==> config.mk <==
export PLATFORM = sky130hd
export DESIGN_NAME = longest_unique_run_tracker
export DESIGN_NICKNAME = d
export VERILOG_FILES = /design/src/rtl/lurt_pkg.sv /design/src/rtl/lurt_sym_map.sv /design/src/rtl/lurt_seen_mem.sv /design/src/rtl/lurt_window.sv /design/src/rtl/longest_unique_run_tracker.sv
export SDC_FILE = /design/constraint.sdc
export NUM_CORES = 2
export LEC_CHECK = 0
export BUFFER_PORTS_ARGS = -buffer_cell sky130_fd_sc_hd__buf_4
export CORE_ASPECT_RATIO = 1.25
export CORE_MARGIN = 2
export CORE_UTILIZATION = 57
export CTS_CLUSTER_DIAMETER = 30
export DETAILED_ROUTE_END_ITERATION = 12
export PLACE_DENSITY = 0.79
export SETUP_SLACK_MARGIN = 0.1
export SLEW_MARGIN = 20
export SYNTH_ARGS = -nofsm -noshare
export SYNTH_HDL_FRONTEND = slang
export SYNTH_SLANG_ARGS = --single-unit
==> constraint.sdc <==
create_clock -name clk -period 8.2 [get_ports clk]
set_clock_uncertainty 0.15 [all_clocks]
set_input_delay 0.41 -clock clk [delete_from_list [all_inputs] [get_ports clk]]
set_output_delay 0.41 -clock clk [all_outputs]
set_load 0.1 [all_outputs]
==> src/rtl/lurt_pkg.sv <==
// ----------------------------------------------------------------------------
// lurt_pkg
// Shared constants and types for the longest unique run tracker.
// ----------------------------------------------------------------------------
package lurt_pkg;

    localparam int SYMBOL_W  = 8;
    localparam int LONGEST_W = 17;

    localparam logic [LONGEST_W-1:0] LONGEST_MAX = {LONGEST_W{1'b1}};

    // per-cycle control from the handshake logic to the window datapath
    typedef struct packed {
        logic accept;
        logic fire;
        logic last;
    } step_ctl_t;

endpackage

==> src/rtl/lurt_sym_map.sv <==
// ----------------------------------------------------------------------------
// lurt_sym_map
// Folds an input byte into the alphabet range with a constant lookup table.
// ----------------------------------------------------------------------------
module lurt_sym_map #(
    parameter int ALPHABET = 256,
    parameter int IDX_W    = 8
) (
    input  logic [lurt_pkg::SYMBOL_W-1:0] symbol,
    output logic [IDX_W-1:0]              idx
);

    localparam int NUM_CODES = 2 ** lurt_pkg::SYMBOL_W;

    logic [IDX_W-1:0] fold_tab [NUM_CODES];

    for (genvar i = 0; i < NUM_CODES; i++) begin : g_tab
        localparam int FOLDED = i % ALPHABET;
        assign fold_tab[i] = IDX_W'(FOLDED);
    end

    assign idx = fold_tab[symbol];

endmodule

==> src/rtl/lurt_seen_mem.sv <==
// ----------------------------------------------------------------------------
// lurt_seen_mem
// Last-seen position memory: synchronous read, one write port, and a bypass
// for a write that lands on the same edge as the read of the same entry.
// ----------------------------------------------------------------------------
module lurt_seen_mem #(
    parameter int DEPTH = 256,
    parameter int IDX_W = 8,
    parameter int LSP_W = 16
) (
    input  logic             clk,
    input  logic             rst_n,
    input  logic             accept,
    input  logic [IDX_W-1:0] rd_idx,
    input  logic             wr_en,
    input  logic [IDX_W-1:0] wr_idx,
    input  logic [LSP_W-1:0] wr_pos,
    output logic [LSP_W-1:0] lsp
);

    logic [LSP_W-1:0] pos_mem [DEPTH];
    logic [LSP_W-1:0] rd_data_reg;
    logic [LSP_W-1:0] byp_pos_reg;
    logic             byp_hit_reg;

    always_ff @(posedge clk)
    begin
        if (wr_en)
        begin
            pos_mem[wr_idx] <= wr_pos;
        end
        if (accept)
        begin
            rd_data_reg <= pos_mem[rd_idx];
            byp_pos_reg <= wr_pos;
        end
    end

    // the read on this edge sees the old entry, so remember the write
    always_ff @(posedge clk or negedge rst_n)
    begin
        if (!rst_n)
        begin
            byp_hit_reg <= 1'b0;
        end
        else if (accept)
        begin
            byp_hit_reg <= wr_en && (wr_idx == rd_idx);
        end
    end

    assign lsp = byp_hit_reg ? byp_pos_reg : rd_data_reg;

endmodule

==> src/rtl/lurt_window.sv <==
// ----------------------------------------------------------------------------
// lurt_window
// Window start, position, best length and seen bits; computes the run length
// of the byte in the processing stage and issues the memory write.
// ----------------------------------------------------------------------------
module lurt_window #(
    parameter int MAX_LEN = 65536,
    parameter int DEPTH   = 256,
    parameter int IDX_W   = 8,
    parameter int POS_W   = 17,
    parameter int LSP_W   = 16
) (
    input  logic                             clk,
    input  logic                             rst_n,
    input  lurt_pkg::step_ctl_t              ctl,
    input  logic [IDX_W-1:0]                 idx,
    input  logic [LSP_W-1:0]                 lsp,
    output logic                             wr_en,
    output logic [LSP_W-1:0]                 wr_pos,
    output logic [lurt_pkg::LONGEST_W-1:0]   longest,
    output logic                             too_long
);

    localparam int EXT_W = (POS_W > lurt_pkg::LONGEST_W) ? POS_W : lurt_pkg::LONGEST_W;

    logic [DEPTH-1:0] seen_reg;
    logic [POS_W-1:0] start_reg;
    logic [POS_W-1:0] pos_reg;
    logic [POS_W-1:0] best_reg;
    logic             ovf_reg;

    logic             at_limit;
    logic [POS_W-1:0] lsp_ext;
    logic             repeat_hit;
    logic [POS_W-1:0] start_next;
    logic [POS_W-1:0] run_len;
    logic [POS_W-1:0] best_next;
    logic [EXT_W-1:0] best_ext;

    always_comb
    begin
        at_limit   = pos_reg >= POS_W'(MAX_LEN);
        lsp_ext    = POS_W'(lsp);
        repeat_hit = seen_reg[idx] && (lsp_ext >= start_reg);
        start_next = repeat_hit ? (lsp_ext + POS_W'(1)) : start_reg;
        run_len    = pos_reg - start_next + POS_W'(1);
        if (at_limit)
        begin
            best_next = best_reg;
        end
        else
        begin
            best_next = (run_len > best_reg) ? run_len : best_reg;
        end
        best_ext = EXT_W'(best_next);
    end

    assign wr_en    = ctl.fire && !at_limit;
    assign wr_pos   = pos_reg[LSP_W-1:0];
    assign too_long = ovf_reg || at_limit;
    assign longest  = (best_ext > EXT_W'(lurt_pkg::LONGEST_MAX)) ? lurt_pkg::LONGEST_MAX
                                                                  : best_ext[lurt_pkg::LONGEST_W-1:0];

    always_ff @(posedge clk or negedge rst_n)
    begin
        if (!rst_n)
        begin
            seen_reg  <= '0;
            start_reg <= '0;
            pos_reg   <= '0;
            best_reg  <= '0;
            ovf_reg   <= 1'b0;
        end
        else if (ctl.fire)
        begin
            if (ctl.last)
            begin
                // string closed: start over
                seen_reg  <= '0;
                start_reg <= '0;
                pos_reg   <= '0;
                best_reg  <= '0;
                ovf_reg   <= 1'b0;
            end
            else if (at_limit)
            begin
                ovf_reg <= 1'b1;
            end
            else
            begin
                seen_reg[idx] <= 1'b1;
                start_reg     <= start_next;
                pos_reg       <= pos_reg + POS_W'(1);
                best_reg      <= best_next;
            end
        end
    end

endmodule

==> src/rtl/longest_unique_run_tracker.sv <==
// ----------------------------------------------------------------------------
// longest_unique_run_tracker
// Streams bytes of a string and reports, for every byte, the longest run of
// distinct bytes seen so far in that string. Takes one byte every clock cycle
// while the result is not stalled. Each byte waits in the processing stage
// register, and its result is then registered in the result register.
// On the transfer edge the byte is folded into the alphabet and its last-seen
// position is read from a synchronous memory; in the processing stage that
// position is compared with the window start, the window and best length are
// updated and the new position is written back. A write and a read of the
// same entry on one edge are bypassed, so repeated bytes stream at full rate.
// The result register lets one new byte enter while a result waits; after that
// the input stalls until the result is taken. The byte flagged last_symbol
// closes the string and all per-string state clears at once. Bytes beyond
// MAX_LEN are ignored and too_long stays high until the string ends.
// ----------------------------------------------------------------------------
module longest_unique_run_tracker #(
    parameter int MAX_LEN  = 65536,
    parameter int ALPHABET = 256
) (
    input  logic                                clk,
    input  logic                                rst_n,
    input  logic                                item_valid,
    output logic                                item_stall,
    input  logic [lurt_pkg::SYMBOL_W-1:0]       symbol,
    input  logic                                last_symbol,
    output logic                                result_valid,
    input  logic                                result_stall,
    output logic [lurt_pkg::LONGEST_W-1:0]      longest_so_far,
    output logic                                string_end,
    output logic                                too_long
);

    localparam int NUM_CODES = 2 ** lurt_pkg::SYMBOL_W;
    localparam int DEPTH     = (ALPHABET < NUM_CODES) ? ALPHABET : NUM_CODES;
    localparam int IDX_W     = $clog2(DEPTH);
    localparam int POS_W     = $clog2(MAX_LEN + 1);
    localparam int LSP_W     = $clog2(MAX_LEN);

    logic [IDX_W-1:0]                 sym_idx;
    logic                             s1_valid_reg;
    logic [IDX_W-1:0]                 s1_idx_reg;
    logic                             s1_last_reg;
    logic                             s1_fire;
    logic                             item_accept;
    lurt_pkg::step_ctl_t              ctl;
    logic                             wr_en;
    logic [LSP_W-1:0]                 wr_pos;
    logic [LSP_W-1:0]                 lsp;
    logic [lurt_pkg::LONGEST_W-1:0]   longest_next;
    logic                             too_long_next;

    logic                             result_valid_reg;
    logic [lurt_pkg::LONGEST_W-1:0]   longest_reg;
    logic                             string_end_reg;
    logic                             too_long_reg;

    assign s1_fire     = s1_valid_reg && (!result_valid_reg || !result_stall);
    assign item_stall  = s1_valid_reg && !s1_fire;
    assign item_accept = item_valid && !item_stall;

    assign ctl.accept = item_accept;
    assign ctl.fire   = s1_fire;
    assign ctl.last   = s1_last_reg;

    lurt_sym_map #(
        .ALPHABET (ALPHABET),
        .IDX_W    (IDX_W)
    ) u_sym_map (
        .symbol (symbol),
        .idx    (sym_idx)
    );

    lurt_seen_mem #(
        .DEPTH (DEPTH),
        .IDX_W (IDX_W),
        .LSP_W (LSP_W)
    ) u_seen_mem (
        .clk    (clk),
        .rst_n  (rst_n),
        .accept (ctl.accept),
        .rd_idx (sym_idx),
        .wr_en  (wr_en),
        .wr_idx (s1_idx_reg),
        .wr_pos (wr_pos),
        .lsp    (lsp)
    );

    lurt_window #(
        .MAX_LEN (MAX_LEN),
        .DEPTH   (DEPTH),
        .IDX_W   (IDX_W),
        .POS_W   (POS_W),
        .LSP_W   (LSP_W)
    ) u_window (
        .clk      (clk),
        .rst_n    (rst_n),
        .ctl      (ctl),
        .idx      (s1_idx_reg),
        .lsp      (lsp),
        .wr_en    (wr_en),
        .wr_pos   (wr_pos),
        .longest  (longest_next),
        .too_long (too_long_next)
    );

    // processing stage and result register control
    always_ff @(posedge clk or negedge rst_n)
    begin
        if (!rst_n)
        begin
            s1_valid_reg     <= 1'b0;
            result_valid_reg <= 1'b0;
        end
        else
        begin
            if (item_accept)
            begin
                s1_valid_reg <= 1'b1;
            end
            else if (s1_fire)
            begin
                s1_valid_reg <= 1'b0;
            end
            if (s1_fire)
            begin
                result_valid_reg <= 1'b1;
            end
            else if (!result_stall)
            begin
                result_valid_reg <= 1'b0;
            end
        end
    end

    always_ff @(posedge clk)
    begin
        if (item_accept)
        begin
            s1_idx_reg  <= sym_idx;
            s1_last_reg <= last_symbol;
        end
        if (s1_fire)
        begin
            longest_reg    <= longest_next;
            string_end_reg <= s1_last_reg;
            too_long_reg   <= too_long_next;
        end
    end

    assign result_valid   = result_valid_reg;
    assign longest_so_far = longest_reg;
    assign string_end     = string_end_reg;
    assign too_long       = too_long_reg;

    // a byte is held back only behind a full, stalled result register
    a_stall_cause: assert property (@(posedge clk) disable iff (!rst_n)
        item_stall |-> (result_valid_reg && result_stall))
        else $error("input stalled without a blocked result");

    // the closing byte yields a closing result
    a_end_follows: assert property (@(posedge clk) disable iff (!rst_n)
        (s1_fire && s1_last_reg) |=> (result_valid && string_end))
        else $error("string end lost");

    // any counted byte gives a run of at least one
    a_nonzero_run: assert property (@(posedge clk) disable iff (!rst_n)
        (result_valid && !too_long) |-> (longest_so_far != '0))
        else $error("zero run length on a counted byte");

    // a result that waits keeps its slot until taken
    a_result_hold: assert property (@(posedge clk) disable iff (!rst_n)
        (result_valid && result_stall) |=> result_valid)
        else $error("waiting result dropped");

endmodule

# --- Word-level counts from Yosys, hierarchy flattened ---
# Memories as Yosys holds them, arrays and structs flattened. A register that Yosys moved wholly into a read port is not among the register bits.
# Index checks and enable logic that the tools add are counted.
word_totals:
  register_bits: 355
  ramBits: 4096
  rom_bits: 2048
  input_bits: 13
  out_inout_bits: 21
  elab_cells: 76
  memories: 2
mem_list:
  columns: ["memory", "depth", "width", "rd", "rd_ports_with_merged_regs", "write_ports", "line", "text"]
  rows:
  - ["u_seen_mem.pos_mem", 256, 16, 1, 1, 1, "lurt_seen_mem.sv:21", "logic [LSP_W-1:0] pos_mem [DEPTH];"]
  - ["(no name shown)", 256, 8, 1, 0, 0, "lurt_sym_map.sv:22", "assign idx = fold_tab[symbol];"]
classes:
  n_addsub: 4
  order_cmp: 7
  n_eq_ne: 3
  mux: 26
  n_bitwise: 2
  reduce_logical: 18
ops:
  columns: ["cell", "n"]
  rows:
  - ["$mux W256", 2]
  - ["$or A256 B256 Y256", 1]
  - ["$mux W17", 9]
  - ["$add A17 B1 Y17 const B", 2]
  - ["$add A16 B1 Y17 const B", 1]
  - ["$ge A16 B17 Y1", 1]
  - ["$ge A17 B17 Y1 const B", 1]
  - ["$gt A17 B17 Y1", 1]
  - ["$gt A17 B17 Y1 const B", 1]
  - ["$sub A17 B17 Y17", 1]
  - ["$mux W16", 1]
  - ["$mux W8", 2]
  - ["$mux W1", 10]
  - ["$ge A9 B9 Y1 const B", 1]
  - ["$lt A8 B9 Y1 const B", 1]
  - ["$not A8 Y9", 1]
  - ["$bmux W1 S8", 1]
  - ["$demux W1 S8", 1]
  - ["$eq A8 B8 Y1", 1]
  - ["$ge A8 B1 Y1 const B", 1]
  - ["$logic_and A1 B1 Y1", 7]
  - ["$logic_not A1 Y1", 5]
  - ["$reduce_and A2 Y1", 2]
  - ["$reduce_bool A2 Y1", 2]
  - ["3 further kinds", 4]

# --- Longest topological paths before layout ---
logic_depth:
  ltp_word: 11
  mapped_depth: 38
  ltp_nobuf: 34

# --- By module ---
# A second synthesis with hierarchy kept.
unflattened:
  hier_cells: 8989
  hier_area_um2: 177178.7
by_module_without_submodules:
  columns: ["mod", "instances", "cells_each", "area_per_inst_um2", "seq_area_each_um2"]
  rows:
  - ["lurt_seen_mem", 1, 7389, 160249.9, 123983.9]
  - ["lurt_window", 1, 1556, 15935.3, 7707.4]
  - ["longest_unique_run_tracker", 1, 36, 933.4, 890.9]
  - ["lurt_sym_map", 1, 8, 60.1, 0.0]

# --- Least setup slack after synthesis ---
# No wires, ideal clock.
synth_path:
  kind: "register to register"
  start: "reg u_window.pos_reg[1]"
  end: "reg u_window.best_reg[10]"
  setup_ns: 0.121
  t_arrival_ns: 8.318
  required_time_ns: 7.929
  setup_slack_ns: -0.389
  stages_incl_launch_ff: 22
  n_path_buf: 1
  period_less_slack_ns: 8.589
  path_cell_list: "dfrtp_1 -> inv_1 -> ha_1 -> inv_1 -> ha_1 -> fa_1 -> a21o_1 -> a21oi_1 -> nor2b_1 -> o21ai_0 -> nor2b_1 -> xnor2_1 -> ha_1 -> a21o_1 -> a21oi_1 -> or4b_2 -> a31oi_1 -> nor2_1 -> o21ai_1 -> buf_2 -> mux2_2 -> a22o_1"
synth_between:
  elab_chain_cells: 7
  word_cells_on_any_way: 10
  cone_classes: "add/sub: 2; order compare: 2; eq/ne: 1; mux: 4; reduce/logical: 1"
synth_rtl:
  columns: ["item", "line", "text"]
  rows:
  - ["start, declared", "lurt_window.sv:28", "logic [POS_W-1:0] pos_reg;"]
  - ["start signal, assigned", "lurt_window.sv:93", "pos_reg <= pos_reg + POS_W'(1);"]
  - ["$sub A17 B17 Y17", "lurt_window.sv:46", "run_len = pos_reg - start_next + POS_W'(1);"]
  - ["$add A17 B1 Y17", "lurt_window.sv:46", null]
  - ["$gt A17 B17 Y1", "lurt_window.sv:53", "best_next = (run_len > best_reg) ? run_len : best_reg;"]
  - ["$mux W17", "lurt_window.sv:53", null]
  - ["$mux W17", "lurt_window.sv:47", "if (at_limit)"]
  - ["$mux W17", "lurt_window.sv:85", "else if (at_limit)"]
  - ["$mux W17", "lurt_window.sv:76", "if (ctl.last)"]
  - ["end signal, assigned", "lurt_window.sv:94", "best_reg <= best_next;"]
  - ["end, declared", "lurt_window.sv:29", "logic [POS_W-1:0] best_reg;"]
# Parallel ways exist; a longest one is shown, timed or not. The select of a mux whose other input is x is not followed.
# A chain may end at the register's enable or synchronous reset.

# --- Final worst setup path ---
layout_path:
  start: "reg s1_idx_reg[3]"
  end: "reg u_window.best_reg[1]"
layout_between:
  elab_chain_cells: 11
layout_rtl:
  columns: ["item", "line", "text"]
  rows:
  - ["start, declared", "longest_unique_run_tracker.sv:42", "logic [IDX_W-1:0] s1_idx_reg;"]
  - ["start signal, assigned", "longest_unique_run_tracker.sv:140", "s1_idx_reg <= sym_idx;"]
  - ["$bmux W1 S8 (*)", "lurt_window.sv:44", "repeat_hit = seen_reg[idx] && (lsp_ext >= start_reg);"]
  - ["$mux W1 (implied by the code) (*)", "lurt_window.sv:44", null]
  - ["$logic_and A1 B1 Y1 (*)", "lurt_window.sv:44", null]
  - ["$mux W17 (*)", "lurt_window.sv:45", "start_next = repeat_hit ? (lsp_ext + POS_W'(1)) : start_reg;"]
  - ["$sub A17 B17 Y17 (*)", "lurt_window.sv:46", null]
  - ["$add A17 B1 Y17 (*)", "lurt_window.sv:46", null]
  - ["$gt A17 B17 Y1", "lurt_window.sv:53", null]
  - ["$mux W17 (*)", "lurt_window.sv:53", null]
  - ["$mux W17 (*)", "lurt_window.sv:47", null]
  - ["$mux W17 (*)", "lurt_window.sv:85", null]
  - ["$mux W17 (*)", "lurt_window.sv:76", null]
# Mark *: on every way between the ends. The rest lies on a longest branch, timed or not. The select of a mux whose other input is x is not followed.

==> parameters.txt <==
Parameter                              Value

Status
  Result of the run    finished, final reports clean

Synth
  Number of enable flip-flop cells after synthesis    4156
  Most area-hungry cell type in the Yosys netlist    edfxtp_1
  Post-synthesis area per instance    22.6 sq um
  Cell types with the highest counts after synthesis    4156 x edfxtp_1, 1408 x mux4_2, 742 x nor2_1, 311 x dfrtp_1, 256 x clkbuf_1
  Netlist area before placement    174000 sq um
  Post-synthesis sequential area ratio    76.4%
  Cell types with the largest area share after synthesis    edfxtp_1 72%, mux4_2 18%, dfrtp_1 4.5%
  Prevailing post-synth register cell    edfxtp_1
  Post-synth ARST share    between 6 and 7%
  Number of library cell types mapped by synthesis    60
  Synthesis Warnings    0
  Number of cells produced by synthesis    7686
  Register bit total from synthesis    ~4500
  Fraction of post-synthesis cell area in the top cell type by area    between 70% and 80%
  Most common cell in the synthesized netlist    edfxtp_1
  Synthesized Nets    about 8000

Min path
  Worst hold path endpoint    result_valid
  Hold Path Depth    4
  Hold/Removal Path Class    input port to flip-flop
  Launch point of the worst hold path    result_stall

Timing
  Final Hold Vio Count    0
  Worst slew margin relative to its limit    13.6%
  Post-route setup TNS    0 ps
  Final min period    7770 ps
  Unrepaired setup endpoints after global routing    no
  Upper clock frequency limit    0.129 GHz
  Pin slew with the least headroom to its limit    1290 ps
  Fin crit share    94.8%
  Final setup violation count    0
  Number of slew-limit violations in the final report    0

Clock tree
  Master cell of the clock root buffer    clkbuf_16
  CTS Buf Count    567
  Clock slew seen by the registers of the worst setup and hold paths    50 ps
  CTS Buffer Depth    4
  Number of sinks on the clock net    4467
  Latest clock arrival within the worst-skew pair    980 ps
  Htree depth    6
  Clock tree from TritonCTS    yes

Pwr
  Static power due to leakage    71.4 nW
  Power density relative to cell area    267 nW/um^2
  Total power    between 50 and 60 mW
  IR drop worst, VDD    0.000185 V

Drt
  DRC viols    0
  Per-cell via count in the routed design    7.28
  Wire per inst    41.6 microns
  Number of routed nets with antenna violations    0
  DR vias    92462
  Initial drt markers    ~16000
  Detailed Routing Iterations Pass 1    9
  Post-Route WL    around 530 mm

Die
  Area of the placeable core    slightly above 300000 sq um
  Num ports    34
  DIE WIDTH    about 500 microns
  Initial core utilization    approximately 57%
  Std cell rows    approximately 230
  Die Outline Area    309000 sq um
  Die Span Y    between 600 and 700 microns

Final layout
  Final net count    8318
  Number of filler instances in the final layout    17275
  Max reg flops    4096
  Area of all placed cells without fillers    200000 sq um
  Share of final-layout standard cells stronger than drive strength 1    32.6%
  Synth-to-Final Area Change    15.1%

Global routing
  Pin count of the biggest net entering global routing    144
  Via count of the first global-routing pass    93610
  Global-route wire length before repair    739 mm
  Total routing resource utilization after global routing    34.2%
  Remaining global-route overflow    0
  Initial antenna violation count    53

Place
  Final RePlAce weighted congestion    just over 0.9
  Post-detailed-placement cell area    181000 sq um
  Dpl hpwl    approximately 260 mm
  Count of buffers from port buffering    33

Setup path
  Largest fanout on the critical path    18
  Capture point of the worst reg-to-reg path    u_window.best_reg[1]
  Category of cells accounting for the largest share of critical-path delay    compound AO/OA/AOI/OAI gates
  Type of element capturing the critical path    flip-flop
  Arrival time of the worst setup path    8470 ps
  Logic depth of the worst register-to-register path    30
  Start-to-end type of the worst setup path    flip-flop to flip-flop
  WP data required    8900 ps
  Worst path max stage delay    610 ps
  Startpoint of the worst-slack reg-to-reg timing path    s1_idx_reg[3]
  Combined buffer and inverter count along the critical path    3
  Slowest library cell on the worst path    or4b_2
  Register-to-register setup slack    ~430 ps
  Critical path launch point type    flip-flop

Run
  Max-capacitance violation count    0
placed cells by master (no fill, tap or decap), drive strengths merged, types with 9 or more instances in the layout:
cell      count
mux2         25
clkbuf      645
buf         385
o21a         51
a22oi        16
nor2b        22
a22o         33
ha           67
nand3        35
xnor2        26
edfxtp     4156
a21o         13
a21oi        34
dfrtp       311
diode        24
mux4       1408
a211oi        9
a31oi         9
xor2         21
clkinv      184
o21ai        28
inv         147
bufinv       56
mux2i        47
clkinvlp     42
nand4        15
nand2        58
nor3         10
nor2        744
how the worst max path moves through the flow:
| stage | slack, ps | from | endpoint | cells past startpoint |
|---|---|---|---|---|
| global route | 80 | s1_idx_reg[3] | u_window.best_reg[1] | 30 |
| detailed placement | 340 | u_seen_mem.byp_hit_reg | u_window.best_reg[1] | 29 |
| finish | 430 | s1_idx_reg[3] | u_window.best_reg[1] | 30 |
| CTS | 280 | u_seen_mem.byp_hit_reg | u_window.best_reg[10] | 29 |
| global placement | 390 | u_seen_mem.byp_hit_reg | u_window.best_reg[14] | 30 |
| floorplan | 110 | u_seen_mem.byp_hit_reg | u_window.best_reg[10] | 34 |
layout make-up:
cell class | instances | area [sq um] | area share (%)
Antenna cell | 24 | 60.1 | 0.0300
Clock buffer | 645 | 14900 | 7.48
Clock inverter | 375 | 4080 | 2.04
Inverter | 54 | 203 | 0.101
Multi-Input combinational cell | 2754 | 39500 | 19.8
Sequential cell | 4467 | 133000 | 66.3
Tap cell | 3990 | 4990 | 2.50
Timing Repair Buffer | 393 | 3460 | 1.73
kinds of logic after synthesis:
logic type | after synthesis | share of synthesized area [%]
muxes | 1480 | 18.7
adders and majority gates | 68 | 0.494
xor gates and xnor gates | 47 | 0.237
AOI/OAI and AO/OA | 225 | 0.920
and+or+nand+nor | 934 | 2.20
DFF | 4467 | 76.4
buffers and inverters | 465 | 1.10
repair_timing:
item	CTS	global route
resized for setup	0	6
setup buffers	0	0
setup endpoints to repair	0	32
endpoints found under the hold margin	134	0
hold buffers	9	0
metal layers:
layer	global-route usage [%]	part of all wire, %	vias up
met2	53.8	48	8809
met1	41.5	31	47952
li1	-	-	33440
met5	0	0.047	-
met3	9.70	13	2225
met4	23.2	8.4	36
metrics by stage:
step | std cells | setup slack (ps) | utilization, % | hold WS (ps)
3_3_place_gp | 11645 | 386 | 59.6 | 319
3_5_place_dp | 11645 | 344 | 59.6 | 329
6_report | 12702 | 429 | 66.0 | 130
4_1_cts | 12674 | 277 | 65.9 | 117
2_1_floorplan | 7686 | 115 | - | -35.6
5_1_grt | 12681 | 78.5 | 65.9 | 133
power breakdown:
part,leakage (nW),internal [mW],switching (mW)
logic,14.0,0.927,1.82
clock network,9.24,15.1,10.4
registers,48.2,25.1,0.153
tightest hold or removal path: cells and delay by family:
| family | cells | cell delay (ps) |
|---|---|---|
| buffers and inverters | 2 | 650 |
| AND/OR/NAND/NOR | 2 | 150 |
No activity file was read; power rests on OpenSTA's default activity.
